<file path="src/hdl/bpss_pkg.sv">
// ----------------------------------------------------------------------------
// bpss_pkg
// Shared types and constants of the battery pack scan supervisor: register
// map, controller states, datapath commands and arithmetic constants.
// ----------------------------------------------------------------------------
`default_nettype none

package bpss_pkg;

   // register map, index = byte address / 4
   typedef enum logic [2:0] {
      REG_CELL_LOW  = 3'd0,
      REG_CELL_HIGH = 3'd1,
      REG_TEMP_HIGH = 3'd2,
      REG_ARRAY_OFF = 3'd3,
      REG_ARRAY_ON  = 3'd4
   } reg_index_type;

   // register reset values
   localparam logic [15:0] CELL_LOW_RST  = 16'd27000;
   localparam logic [15:0] CELL_HIGH_RST = 16'd42000;
   localparam logic [7:0]  TEMP_HIGH_RST = 8'd60;
   localparam logic [15:0] ARRAY_OFF_RST = 16'd41000;
   localparam logic [15:0] ARRAY_ON_RST  = 16'd40000;

   // scan and balance constants
   localparam logic [15:0] MIN_START  = 16'd50000;
   localparam logic [15:0] BAL_MARGIN = 16'd3000;

   // charge arithmetic: q = x / 100000 = ((x >> 5) * RECIP) >> RECIP_SHIFT,
   // low by at most one, then corrected with one compare
   localparam logic [31:0] RECIP       = 32'd351843720;
   localparam int          RECIP_SHIFT = 40;
   localparam logic [31:0] DIVISOR     = 32'd100000;
   localparam logic [31:0] CHG_OFFSET  = 32'd20000;
   localparam logic [31:0] CHG_SCALE   = 32'd288;

   // configuration as seen by the datapath
   typedef struct packed {
      logic [15:0] cell_low;
      logic [15:0] cell_high;
      logic [7:0]  temp_high;
      logic [15:0] array_off;
      logic [15:0] array_on;
   } cfg_type;

   // controller states
   typedef enum logic [2:0] {
      ST_IDLE,
      ST_SQ,
      ST_X5,
      ST_REC,
      ST_QM,
      ST_FIX,
      ST_CHG,
      ST_EMIT
   } state_type;

   // datapath step commands
   typedef enum logic [3:0] {
      OP_NONE,
      OP_ACCEPT,
      OP_SQ,
      OP_X5,
      OP_REC,
      OP_QM,
      OP_FIX,
      OP_CHG,
      OP_EMIT
   } op_type;

   typedef struct packed {
      op_type op;
   } cmd_type;

   typedef struct packed {
      logic scan_last;
   } status_type;

endpackage

`default_nettype wire

</file>
<file path="src/hdl/bpss_csr.sv">
// ----------------------------------------------------------------------------
// bpss_csr
// Limit registers behind the APB-style port, written on the access phase.
// ----------------------------------------------------------------------------
`default_nettype none

module bpss_csr (
   input  wire logic            clock,
   input  wire logic            reset,
   input  wire logic            csr_psel,
   input  wire logic            csr_penable,
   input  wire logic            csr_pwrite,
   input  wire logic [4:0]      csr_paddr,
   input  wire logic [31:0]     csr_pwdata,
   output logic      [31:0]     csr_prdata,
   output logic                 csr_pready,
   output bpss_pkg::cfg_type    cfg
);

   bpss_pkg::cfg_type     cfg_ff;
   bpss_pkg::cfg_type     cfg_in;
   bpss_pkg::reg_index_type sel;
   logic                  wr_en;

   assign sel   = bpss_pkg::reg_index_type'(csr_paddr[4:2]);
   assign wr_en = csr_psel & csr_penable & csr_pwrite;

   // register write decode
   always_comb begin
      cfg_in = cfg_ff;
      if (wr_en) begin
         case (sel)
            bpss_pkg::REG_CELL_LOW:  cfg_in.cell_low  = csr_pwdata[15:0];
            bpss_pkg::REG_CELL_HIGH: cfg_in.cell_high = csr_pwdata[15:0];
            bpss_pkg::REG_TEMP_HIGH: cfg_in.temp_high = csr_pwdata[7:0];
            bpss_pkg::REG_ARRAY_OFF: cfg_in.array_off = csr_pwdata[15:0];
            bpss_pkg::REG_ARRAY_ON:  cfg_in.array_on  = csr_pwdata[15:0];
            default: cfg_in = cfg_ff;
         endcase
      end
   end

   always_ff @(posedge clock) begin
      if (reset) begin
         cfg_ff.cell_low  <= bpss_pkg::CELL_LOW_RST;
         cfg_ff.cell_high <= bpss_pkg::CELL_HIGH_RST;
         cfg_ff.temp_high <= bpss_pkg::TEMP_HIGH_RST;
         cfg_ff.array_off <= bpss_pkg::ARRAY_OFF_RST;
         cfg_ff.array_on  <= bpss_pkg::ARRAY_ON_RST;
      end else begin
         cfg_ff <= cfg_in;
      end
   end

   // read mux
   always_comb begin
      case (sel)
         bpss_pkg::REG_CELL_LOW:  csr_prdata = {16'd0, cfg_ff.cell_low};
         bpss_pkg::REG_CELL_HIGH: csr_prdata = {16'd0, cfg_ff.cell_high};
         bpss_pkg::REG_TEMP_HIGH: csr_prdata = {24'd0, cfg_ff.temp_high};
         bpss_pkg::REG_ARRAY_OFF: csr_prdata = {16'd0, cfg_ff.array_off};
         bpss_pkg::REG_ARRAY_ON:  csr_prdata = {16'd0, cfg_ff.array_on};
         default:                 csr_prdata = 32'd0;
      endcase
   end

   assign csr_pready = 1'b1;
   assign cfg        = cfg_ff;

endmodule

`default_nettype wire

</file>
<file path="src/hdl/bpss_ctrl.sv">
// ----------------------------------------------------------------------------
// bpss_ctrl
// Sequencer: accepts a beat, steps the charge arithmetic on a scan end,
// then loads the result register once it is free.
// ----------------------------------------------------------------------------
`default_nettype none

module bpss_ctrl (
   input  wire logic                 clock,
   input  wire logic                 reset,
   input  wire logic                 req_valid,
   output logic                      req_ready,
   output logic                      rsp_valid,
   input  wire logic                 rsp_ready,
   input  wire bpss_pkg::status_type status,
   output bpss_pkg::cmd_type         cmd
);

   bpss_pkg::state_type state_ff;
   bpss_pkg::state_type state_in;
   logic                rsp_valid_ff;
   logic                rsp_valid_in;
   logic                out_free;

   assign out_free = ~rsp_valid_ff | rsp_ready;

   // next state
   always_comb begin
      state_in = state_ff;
      case (state_ff)
         bpss_pkg::ST_IDLE: begin
            if (req_valid) begin
               state_in = status.scan_last ? bpss_pkg::ST_SQ : bpss_pkg::ST_EMIT;
            end
         end
         bpss_pkg::ST_SQ:  state_in = bpss_pkg::ST_X5;
         bpss_pkg::ST_X5:  state_in = bpss_pkg::ST_REC;
         bpss_pkg::ST_REC: state_in = bpss_pkg::ST_QM;
         bpss_pkg::ST_QM:  state_in = bpss_pkg::ST_FIX;
         bpss_pkg::ST_FIX: state_in = bpss_pkg::ST_CHG;
         bpss_pkg::ST_CHG: state_in = bpss_pkg::ST_EMIT;
         bpss_pkg::ST_EMIT: begin
            if (out_free) begin
               state_in = bpss_pkg::ST_IDLE;
            end
         end
         default: state_in = bpss_pkg::ST_IDLE;
      endcase
   end

   // outputs
   always_comb begin
      req_ready = 1'b0;
      cmd.op    = bpss_pkg::OP_NONE;
      case (state_ff)
         bpss_pkg::ST_IDLE: begin
            req_ready = 1'b1;
            cmd.op    = req_valid ? bpss_pkg::OP_ACCEPT : bpss_pkg::OP_NONE;
         end
         bpss_pkg::ST_SQ:   cmd.op = bpss_pkg::OP_SQ;
         bpss_pkg::ST_X5:   cmd.op = bpss_pkg::OP_X5;
         bpss_pkg::ST_REC:  cmd.op = bpss_pkg::OP_REC;
         bpss_pkg::ST_QM:   cmd.op = bpss_pkg::OP_QM;
         bpss_pkg::ST_FIX:  cmd.op = bpss_pkg::OP_FIX;
         bpss_pkg::ST_CHG:  cmd.op = bpss_pkg::OP_CHG;
         bpss_pkg::ST_EMIT: cmd.op = out_free ? bpss_pkg::OP_EMIT : bpss_pkg::OP_NONE;
         default:           cmd.op = bpss_pkg::OP_NONE;
      endcase
   end

   // result register valid
   always_comb begin
      rsp_valid_in = rsp_valid_ff;
      if (state_ff == bpss_pkg::ST_EMIT && out_free) begin
         rsp_valid_in = 1'b1;
      end else if (rsp_ready) begin
         rsp_valid_in = 1'b0;
      end
   end

   always_ff @(posedge clock) begin
      if (reset) begin
         state_ff     <= bpss_pkg::ST_IDLE;
         rsp_valid_ff <= 1'b0;
      end else begin
         state_ff     <= state_in;
         rsp_valid_ff <= rsp_valid_in;
      end
   end

   assign rsp_valid = rsp_valid_ff;

endmodule

`default_nettype wire

</file>
<file path="src/hdl/bpss_dpath.sv">
// ----------------------------------------------------------------------------
// bpss_dpath
// Scan state, per-module limit checks, end-of-scan relay and balance logic,
// and the charge arithmetic on one shared 32x32 multiplier.
// ----------------------------------------------------------------------------
`default_nettype none

module bpss_dpath #(
   parameter int MAX_MODULES = 32
) (
   input  wire logic                 clock,
   input  wire logic                 reset,
   input  wire bpss_pkg::cmd_type    cmd,
   output bpss_pkg::status_type      status,
   input  wire bpss_pkg::cfg_type    cfg,
   input  wire logic [15:0]          req_module_voltage,
   input  wire logic [7:0]           req_module_temp,
   input  wire logic                 req_scan_end,
   output logic      [5:0]           rsp_module_index,
   output logic                      rsp_limit_fault,
   output logic                      rsp_scan_done,
   output logic                      rsp_array_on,
   output logic                      rsp_release_valid,
   output logic      [5:0]           rsp_release_module,
   output logic                      rsp_balance_valid,
   output logic      [5:0]           rsp_balance_module,
   output logic      [31:0]          rsp_charge_estimate
);

   localparam logic [5:0] LAST_POS = 6'(MAX_MODULES - 1);

   // scan state
   logic [5:0]  pos_ff, pos_in;
   logic [15:0] min_v_ff, min_v_in;
   logic [5:0]  min_mod_ff, min_mod_in;
   logic        min_found_ff, min_found_in;
   logic        over_ff, over_in;
   logic        under_ff, under_in;
   logic        relay_ff, relay_in;
   logic        held_v_ff, held_v_in;
   logic [5:0]  held_mod_ff, held_mod_in;

   // per-beat result fields
   logic [5:0]  idx_ff, idx_in;
   logic        fault_ff, fault_in;
   logic        done_ff, done_in;
   logic        rel_v_ff, rel_v_in;
   logic [5:0]  rel_m_ff, rel_m_in;
   logic        bal_v_ff, bal_v_in;
   logic [5:0]  bal_m_ff, bal_m_in;
   logic [15:0] cv_ff, cv_in;

   // charge arithmetic
   logic [63:0] acc_ff, acc_in;
   logic [31:0] x5_ff, x5_in;
   logic [15:0] q_ff, q_in;
   logic [31:0] c_ff, c_in;
   logic [31:0] mul_a;
   logic [31:0] mul_b;

   // output register
   logic [5:0]  o_idx_ff, o_idx_in;
   logic        o_fault_ff, o_fault_in;
   logic        o_done_ff, o_done_in;
   logic        o_relay_ff, o_relay_in;
   logic        o_rel_v_ff, o_rel_v_in;
   logic [5:0]  o_rel_m_ff, o_rel_m_in;
   logic        o_bal_v_ff, o_bal_v_in;
   logic [5:0]  o_bal_m_ff, o_bal_m_in;
   logic [31:0] o_chg_ff, o_chg_in;

   // combinational beat evaluation
   logic        fault;
   logic        take_min;
   logic [15:0] new_min;
   logic [5:0]  new_mod;
   logic        new_found;
   logic        over_n;
   logic        under_n;
   logic        relay_n;
   logic [15:0] thresh;
   logic        bal;
   logic [5:0]  bal_mod;
   logic [31:0] rem;
   logic [15:0] q_fix;

   // limit checks and running scan summary
   assign fault = (req_module_voltage < cfg.cell_low) ||
                  (req_module_voltage > cfg.cell_high) ||
                  (req_module_temp > cfg.temp_high);
   assign take_min  = req_module_voltage < min_v_ff;
   assign new_min   = take_min ? req_module_voltage : min_v_ff;
   assign new_mod   = take_min ? pos_ff : min_mod_ff;
   assign new_found = take_min | min_found_ff;
   assign over_n    = over_ff  | (req_module_voltage >= cfg.array_off);
   assign under_n   = under_ff | (req_module_voltage <= cfg.array_on);

   assign status.scan_last = req_scan_end | (pos_ff >= LAST_POS);

   // relay hysteresis: over-level turns it off first
   always_comb begin
      relay_n = relay_ff;
      if (over_n && relay_ff) begin
         relay_n = 1'b0;
      end else if (under_n && !relay_ff) begin
         relay_n = 1'b1;
      end
   end

   // balance choice, threshold saturates at zero
   assign thresh  = (cfg.cell_high >= bpss_pkg::BAL_MARGIN) ?
                    cfg.cell_high - bpss_pkg::BAL_MARGIN : 16'd0;
   assign bal     = (new_min < thresh) && (new_found || held_v_ff);
   assign bal_mod = new_found ? new_mod : held_mod_ff;

   // quotient correction: estimate is at most one low
   assign rem   = x5_ff - acc_ff[31:0];
   assign q_fix = (rem >= bpss_pkg::DIVISOR) ? q_ff + 16'd1 : q_ff;

   // shared multiplier operands
   always_comb begin
      mul_a = 32'd0;
      mul_b = 32'd0;
      case (cmd.op)
         bpss_pkg::OP_SQ: begin
            mul_a = {16'd0, cv_ff};
            mul_b = {16'd0, cv_ff};
         end
         bpss_pkg::OP_REC: begin
            mul_a = {5'd0, x5_ff[31:5]};
            mul_b = bpss_pkg::RECIP;
         end
         bpss_pkg::OP_QM: begin
            mul_a = {16'd0, acc_ff[bpss_pkg::RECIP_SHIFT +: 16]};
            mul_b = bpss_pkg::DIVISOR;
         end
         bpss_pkg::OP_CHG: begin
            mul_a = c_ff;
            mul_b = bpss_pkg::CHG_SCALE;
         end
         default: begin
            mul_a = 32'd0;
            mul_b = 32'd0;
         end
      endcase
   end

   // next values per command
   always_comb begin
      pos_in       = pos_ff;
      min_v_in     = min_v_ff;
      min_mod_in   = min_mod_ff;
      min_found_in = min_found_ff;
      over_in      = over_ff;
      under_in     = under_ff;
      relay_in     = relay_ff;
      held_v_in    = held_v_ff;
      held_mod_in  = held_mod_ff;
      idx_in       = idx_ff;
      fault_in     = fault_ff;
      done_in      = done_ff;
      rel_v_in     = rel_v_ff;
      rel_m_in     = rel_m_ff;
      bal_v_in     = bal_v_ff;
      bal_m_in     = bal_m_ff;
      cv_in        = cv_ff;
      acc_in       = acc_ff;
      x5_in        = x5_ff;
      q_in         = q_ff;
      c_in         = c_ff;
      o_idx_in     = o_idx_ff;
      o_fault_in   = o_fault_ff;
      o_done_in    = o_done_ff;
      o_relay_in   = o_relay_ff;
      o_rel_v_in   = o_rel_v_ff;
      o_rel_m_in   = o_rel_m_ff;
      o_bal_v_in   = o_bal_v_ff;
      o_bal_m_in   = o_bal_m_ff;
      o_chg_in     = o_chg_ff;
      case (cmd.op)
         bpss_pkg::OP_ACCEPT: begin
            idx_in   = pos_ff;
            fault_in = fault;
            done_in  = status.scan_last;
            if (status.scan_last) begin
               relay_in     = relay_n;
               rel_v_in     = held_v_ff;
               rel_m_in     = held_v_ff ? held_mod_ff : 6'd0;
               held_v_in    = bal;
               held_mod_in  = bal ? bal_mod : 6'd0;
               bal_v_in     = bal;
               bal_m_in     = bal ? bal_mod : 6'd0;
               cv_in        = new_min;
               pos_in       = 6'd0;
               min_v_in     = bpss_pkg::MIN_START;
               min_mod_in   = 6'd0;
               min_found_in = 1'b0;
               over_in      = 1'b0;
               under_in     = 1'b0;
            end else begin
               pos_in       = pos_ff + 6'd1;
               min_v_in     = new_min;
               min_mod_in   = new_mod;
               min_found_in = new_found;
               over_in      = over_n;
               under_in     = under_n;
            end
         end
         bpss_pkg::OP_SQ:  acc_in = 64'(mul_a) * 64'(mul_b);
         bpss_pkg::OP_X5:  x5_in  = acc_ff[31:0] + {acc_ff[29:0], 2'b00};
         bpss_pkg::OP_REC: acc_in = 64'(mul_a) * 64'(mul_b);
         bpss_pkg::OP_QM: begin
            q_in   = acc_ff[bpss_pkg::RECIP_SHIFT +: 16];
            acc_in = 64'(mul_a) * 64'(mul_b);
         end
         bpss_pkg::OP_FIX: begin
            c_in = {16'd0, q_fix} - {15'd0, cv_ff, 1'b0} + bpss_pkg::CHG_OFFSET;
         end
         bpss_pkg::OP_CHG: acc_in = 64'(mul_a) * 64'(mul_b);
         bpss_pkg::OP_EMIT: begin
            o_idx_in   = idx_ff;
            o_fault_in = fault_ff;
            o_done_in  = done_ff;
            o_relay_in = done_ff & relay_ff;
            o_rel_v_in = done_ff & rel_v_ff;
            o_rel_m_in = done_ff ? rel_m_ff : 6'd0;
            o_bal_v_in = done_ff & bal_v_ff;
            o_bal_m_in = done_ff ? bal_m_ff : 6'd0;
            o_chg_in   = done_ff ? acc_ff[31:0] : 32'd0;
         end
         default: begin
            acc_in = acc_ff;
         end
      endcase
   end

   // scan and relay state
   always_ff @(posedge clock) begin
      if (reset) begin
         pos_ff       <= 6'd0;
         min_v_ff     <= bpss_pkg::MIN_START;
         min_mod_ff   <= 6'd0;
         min_found_ff <= 1'b0;
         over_ff      <= 1'b0;
         under_ff     <= 1'b0;
         relay_ff     <= 1'b0;
         held_v_ff    <= 1'b0;
         held_mod_ff  <= 6'd0;
      end else begin
         pos_ff       <= pos_in;
         min_v_ff     <= min_v_in;
         min_mod_ff   <= min_mod_in;
         min_found_ff <= min_found_in;
         over_ff      <= over_in;
         under_ff     <= under_in;
         relay_ff     <= relay_in;
         held_v_ff    <= held_v_in;
         held_mod_ff  <= held_mod_in;
      end
   end

   // payload registers
   always_ff @(posedge clock) begin
      idx_ff     <= idx_in;
      fault_ff   <= fault_in;
      done_ff    <= done_in;
      rel_v_ff   <= rel_v_in;
      rel_m_ff   <= rel_m_in;
      bal_v_ff   <= bal_v_in;
      bal_m_ff   <= bal_m_in;
      cv_ff      <= cv_in;
      acc_ff     <= acc_in;
      x5_ff      <= x5_in;
      q_ff       <= q_in;
      c_ff       <= c_in;
      o_idx_ff   <= o_idx_in;
      o_fault_ff <= o_fault_in;
      o_done_ff  <= o_done_in;
      o_relay_ff <= o_relay_in;
      o_rel_v_ff <= o_rel_v_in;
      o_rel_m_ff <= o_rel_m_in;
      o_bal_v_ff <= o_bal_v_in;
      o_bal_m_ff <= o_bal_m_in;
      o_chg_ff   <= o_chg_in;
   end

   assign rsp_module_index    = o_idx_ff;
   assign rsp_limit_fault     = o_fault_ff;
   assign rsp_scan_done       = o_done_ff;
   assign rsp_array_on        = o_relay_ff;
   assign rsp_release_valid   = o_rel_v_ff;
   assign rsp_release_module  = o_rel_m_ff;
   assign rsp_balance_valid   = o_bal_v_ff;
   assign rsp_balance_module  = o_bal_m_ff;
   assign rsp_charge_estimate = o_chg_ff;

endmodule

`default_nettype wire

</file>
<file path="src/hdl/battery_pack_scan_supervisor_top.sv">
// ----------------------------------------------------------------------------
// battery_pack_scan_supervisor_top
// Per-module limit checks over a pack scan, with end-of-scan relay
// hysteresis, balance module selection and state-of-charge estimate.
//
//   channel   direction  handshake                 payload
//   req       in         req_valid / req_ready     voltage, temp, scan_end
//   rsp       out        rsp_valid / rsp_ready     index, fault, scan summary
//   csr       in/out     psel/penable, pready = 1  five limit registers
//
// A beat that does not end a scan is accepted, then loaded into the result
// register. A scan-ending beat is accepted, runs six steps of the charge
// arithmetic, four of them on the one shared 32x32 multiplier, and is loaded.
// The result register frees req as soon as it is loaded; a stalled rsp holds
// the next result in the sequencer until it is taken.
// Reset is synchronous and restores the register defaults and a fresh scan.
// ----------------------------------------------------------------------------
`default_nettype none

module battery_pack_scan_supervisor_top #(
   parameter int MAX_MODULES = 32
) (
   input  wire logic        clock,
   input  wire logic        reset,
   input  wire logic        req_valid,
   output logic             req_ready,
   input  wire logic [15:0] req_module_voltage,
   input  wire logic [7:0]  req_module_temp,
   input  wire logic        req_scan_end,
   output logic             rsp_valid,
   input  wire logic        rsp_ready,
   output logic [5:0]       rsp_module_index,
   output logic             rsp_limit_fault,
   output logic             rsp_scan_done,
   output logic             rsp_array_on,
   output logic             rsp_release_valid,
   output logic [5:0]       rsp_release_module,
   output logic             rsp_balance_valid,
   output logic [5:0]       rsp_balance_module,
   output logic [31:0]      rsp_charge_estimate,
   input  wire logic        csr_psel,
   input  wire logic        csr_penable,
   input  wire logic        csr_pwrite,
   input  wire logic [4:0]  csr_paddr,
   input  wire logic [31:0] csr_pwdata,
   output logic [31:0]      csr_prdata,
   output logic             csr_pready
);

   bpss_pkg::cfg_type    cfg;
   bpss_pkg::cmd_type    cmd;
   bpss_pkg::status_type status;

   // limit registers
   bpss_csr u_csr (
      .clock       (clock),
      .reset       (reset),
      .csr_psel    (csr_psel),
      .csr_penable (csr_penable),
      .csr_pwrite  (csr_pwrite),
      .csr_paddr   (csr_paddr),
      .csr_pwdata  (csr_pwdata),
      .csr_prdata  (csr_prdata),
      .csr_pready  (csr_pready),
      .cfg         (cfg)
   );

   // sequencer
   bpss_ctrl u_ctrl (
      .clock     (clock),
      .reset     (reset),
      .req_valid (req_valid),
      .req_ready (req_ready),
      .rsp_valid (rsp_valid),
      .rsp_ready (rsp_ready),
      .status    (status),
      .cmd       (cmd)
   );

   // datapath
   bpss_dpath #(
      .MAX_MODULES (MAX_MODULES)
   ) u_dpath (
      .clock               (clock),
      .reset               (reset),
      .cmd                 (cmd),
      .status              (status),
      .cfg                 (cfg),
      .req_module_voltage  (req_module_voltage),
      .req_module_temp     (req_module_temp),
      .req_scan_end        (req_scan_end),
      .rsp_module_index    (rsp_module_index),
      .rsp_limit_fault     (rsp_limit_fault),
      .rsp_scan_done       (rsp_scan_done),
      .rsp_array_on        (rsp_array_on),
      .rsp_release_valid   (rsp_release_valid),
      .rsp_release_module  (rsp_release_module),
      .rsp_balance_valid   (rsp_balance_valid),
      .rsp_balance_module  (rsp_balance_module),
      .rsp_charge_estimate (rsp_charge_estimate)
   );

   // one beat in flight at a time
   a_one_in_flight: assert property (@(posedge clock) disable iff (reset)
      req_valid && req_ready |=> !req_ready)
      else $error("request taken while a beat is still in flight");

   // summary fields are zero outside a scan end
   a_summary_zero: assert property (@(posedge clock) disable iff (reset)
      rsp_valid && !rsp_scan_done |-> !rsp_array_on && !rsp_release_valid &&
         !rsp_balance_valid && rsp_charge_estimate == 32'd0)
      else $error("summary field set on a beat that does not end a scan");

   // module fields are zero without their valid
   a_module_zero: assert property (@(posedge clock) disable iff (reset)
      rsp_valid |-> (rsp_balance_valid || rsp_balance_module == 6'd0) &&
         (rsp_release_valid || rsp_release_module == 6'd0))
      else $error("module index reported without its valid");

   // scan position stays inside the pack
   a_index_range: assert property (@(posedge clock) disable iff (reset)
      rsp_valid |-> rsp_module_index <= 6'(MAX_MODULES - 1))
      else $error("module index beyond the last module");

endmodule

`default_nettype wire

</file>
<file path="config.mk">
export PLATFORM = sky130hd
export DESIGN_NAME = battery_pack_scan_supervisor_top
export DESIGN_NICKNAME = d
export VERILOG_FILES = /design/src/hdl/bpss_pkg.sv /design/src/hdl/bpss_csr.sv /design/src/hdl/bpss_ctrl.sv /design/src/hdl/bpss_dpath.sv /design/src/hdl/battery_pack_scan_supervisor_top.sv
export SDC_FILE = /design/constraint.sdc
export NUM_CORES = 2
export LEC_CHECK = 0
export ABC_AREA = 1
export BUFFER_PORTS_ARGS = -buffer_cell sky130_fd_sc_hd__buf_2
export CAP_MARGIN = 5
export CORE_ASPECT_RATIO = 0.75
export CORE_MARGIN = 2
export CORE_UTILIZATION = 53
export DETAILED_ROUTE_END_ITERATION = 10
export PLACE_DENSITY = 0.73
export SYNTH_ARGS = -nofsm -noshare
export SYNTH_HDL_FRONTEND = slang
export SYNTH_HIERARCHICAL = 1
export SYNTH_SLANG_ARGS = --single-unit
</file>
<file path="constraint.sdc">
create_clock -name clock -period 9.3 [get_ports clock]
set_input_delay 0.93 -clock clock [delete_from_list [all_inputs] [get_ports clock]]
set_output_delay 0.93 -clock clock [all_outputs]
set_load 0.01 [all_outputs]
</file>
==> summary.txt <==
Logic synthesis
  • EDFF count, synth: 208
  • Warnings from Yosys: 6
  • Synth top area share: around 28%
  • Synth area leaders: fa_1, edfxtp_1, ha_1
  • Most frequent cells after synthesis: inv_1, nand2_1, fa_1
  • Number of synthesized register bits: 323
  • Syn avg cell area: 8.15 sq um
  • Cell variety after synth: 52
  • Top-count cell post-synth: inv_1
  • Async set or reset register ratio after synthesis: 0%
  • Most used DFF post-synth: edfxtp_1
  • Yosys top cell by area: fa_1
  • Synthesized cell area: 0.0442 sq mm
  • Post-synthesis sequential area ratio: roughly a fifth
  • Mapped Cells: approximately 5400

Place
  • Hpwl dp: 110000 um
  • RePlAce Congestion: just over 1
  • IO buf count: 123
  • DP Cell Count: 6972

Floorplan
  • Chip Height: 254 um
  • Initial Util: 53.6%
  • Die area: 0.0858 sq mm
  • Core Rows: 91
  • Ports: 159
  • Core area: ~0.082 sq mm
  • Die outline width: around 340 um

Global route
  • First-pass GRT wire length: 201000 um
  • Grt ovf: 0
  • Tot GR Track Use: 30.7%
  • Pin count of the biggest net entering global routing: 73
  • Initial antenna violation count: 7
  • Vias in the first global route: ~37000

Clock network
  • CTS buffer count: 36
  • Hold-fix buffers at CTS: 0
  • Max Root-Sink Buffers: 3
  • Worst-Skew Late Latency: 0.61 ns
  • Root Buffer: clkbuf_16
  • CTS tree: done
  • Worst-path clk slew: 0.06 ns
  • CTS sink count: 323
  • Htree depth: 2

Worst setup path
  • WS Path Type: flop to flop
  • Most used cell, CP: inv_1
  • Slowest cell on the critical path: fa_1
  • Required time of the critical path: 9.60 ns
  • Setup crit start kind: flop
  • Critical Path AT: 9.11 ns
  • Setup crit end kind: flop
  • Max incr delay on CP: 0.56 ns
  • Maximum fanout along the worst path: 8

Timing
  • Slew headroom: 23.9%
  • Final Critical Period: 8.81 ns
  • F_max: 0.114 GHz
  • Slew @ Worst Pin: 1.14 ns
  • Layout Skew: 0.0498 ns
  • Endpoints failing setup: 0
  • Fin. Hold Viols: 0
  • Final Max Slew Viols: 0
  • RSZ-0062 raised after global routing: no
  • Final period util: 94.7%

Detailed routing
  • Vias per cell: 5.16
  • Per-cell routed wire length: 18.1 um
  • Final ANT Viol Nets: 0
  • Drt drc: 0
  • Initial DRT Pass Iterations: 6
  • Routed WL: 128000 um
  • DR iter-0 viols: about 3400
  • Routed vias: approximately 36000

Layout
  • Share of cells above drive strength 1: 8.25%
  • Post-Layout Cell Count: 7046
  • Util after Layout: 59.9%
  • Final #Nets: 7065
  • Area delta synth->final: 11.8%
  • Layout fillers: roughly 7400

Outcome
  • Status: finished clean

Worst hold path
  • Hold Crit Class: flop to flop

Job
  • Max-Cap Viols: 0
==> cells by family (layout without fill, tap and decap cells) <==
| logic type | count (synthesis) | after routing | share of synthesized area (%) |
|---|---|---|---|
| simple gates | 1883 | 1883 | 17.4 |
| flops | 323 | 323 | 19.3 |
| buf+inv | 1511 | 1836 | 13.1 |
| compound gates | 483 | 483 | 6.06 |
| other cells | 4 | 188 | 0.0340 |
| fa+ha+maj | 1098 | 1098 | 41.7 |
| xor+xnor | 119 | 119 | 2.36 |
==> state kept, by name (all words and copies together), names as in the netlist, 16 cells and up <==
name,count
u_dpath/rsp_charge_estimate,32
u_dpath/acc_ff,48
u_dpath/x5_ff,32
u_dpath/q_ff,16
u_dpath/c_ff,19
u_dpath/cv_ff,16
u_dpath/min_v_ff,16
u_csr/cfg,72
==> cell type report <==
type                            count  area [sq um]  area share [%]
Inverter                         1417          5330            10.8
Clock inverter                     21           205           0.415
Multi-Input combinational cell   3765         30600            61.9
Sequential cell                   323          8550            17.3
Tap cell                         1116          1400            2.83
Timing Repair Buffer              355          2370            4.80
Clock buffer                       43           947            1.92
Antenna cell                        6          15.0          0.0304
==> what timing repair did <==
action	CTS	global route
hold endpoints to repair	0	0
setup endpoints to repair	0	15
setup buffers	0	4
resized for setup	0	17
==> worst max-delay path: cells and delay by family (launching register included) <==
family          cells  cell delay [ns]
flops               1             0.40
simple gates        8             0.97
fa+ha+maj           9             4.32
xor+xnor            1             0.17
buf+inv            15             1.65
compound gates      6             0.96
==> placed cells by master (no fill, tap or decap), types with 5 or more instances in the layout <==
cell and count:
inv_1 1400, nand2_1 982, fa_1 626, nor2_1 583
ha_1 471, a21oi_1 232, buf_4 231, edfxtp_1 208
conb_1 182, nand3_1 178, o21ai_0 142, buf_2 123
dfxtp_1 115, xor2_1 84, clkbuf_16 36, xnor2_1 35
nand4_1 32, nor3_1 22, a31oi_1 22, nor2_2 19
nand3b_1 18, o21a_1 14, o211ai_1 10, or2_2 10
inv_2 9, nor2_4 9, a21o_1 9, clkinvlp_4 8
nor4_1 8, o221ai_1 8, a211oi_1 8, clkinv_1 7
nand3_2 7, nand2_2 7, diode_2 6, clkbuf_1 5
a21boi_0 5, o21bai_1 5
==> metrics by stage <==
stage,area [sq um],hold WS [ns],setup TNS [ns],setup slack [ns]
finish,49400,0.430,0,0.492
floorplan,44900,0.400,0,0.0670
CTS,49300,0.436,0,0.395
global placement,48200,0.404,-0.168,-0.0874
global route,49400,0.430,0,0.0217
detailed placement,48200,0.408,-0.636,-0.129
==> layer usage <==
layer	GRT usage (%)	routed length (um)	vias up
li1	-	-	17208
met1	44.2	56600	17489
met2	45.9	53600	1489
met3	8.09	13700	203
met4	8.53	3890	0
met5	0	0	-
==> final timing paths <==
check                                   from                                    end  slack (ns)  cells after the start
max reg2reg  u_ctrl/state_ff[1]$_SDFFE_PP0P_           u_dpath/acc_ff[55]$_DFFE_PN_        0.49                     39
max          u_ctrl/state_ff[1]$_SDFFE_PP0P_           u_dpath/acc_ff[55]$_DFFE_PN_        0.49                     39
min              u_dpath/idx_ff[2]$_DFFE_PP_  u_dpath/rsp_module_index[2]$_DFFE_PN_        0.43                      0
min reg2reg      u_dpath/idx_ff[2]$_DFFE_PP_  u_dpath/rsp_module_index[2]$_DFFE_PN_        0.43                      0
Power is not shown: default switching activity piles up to over one toggle a cycle in this logic, so the estimate is an artifact.
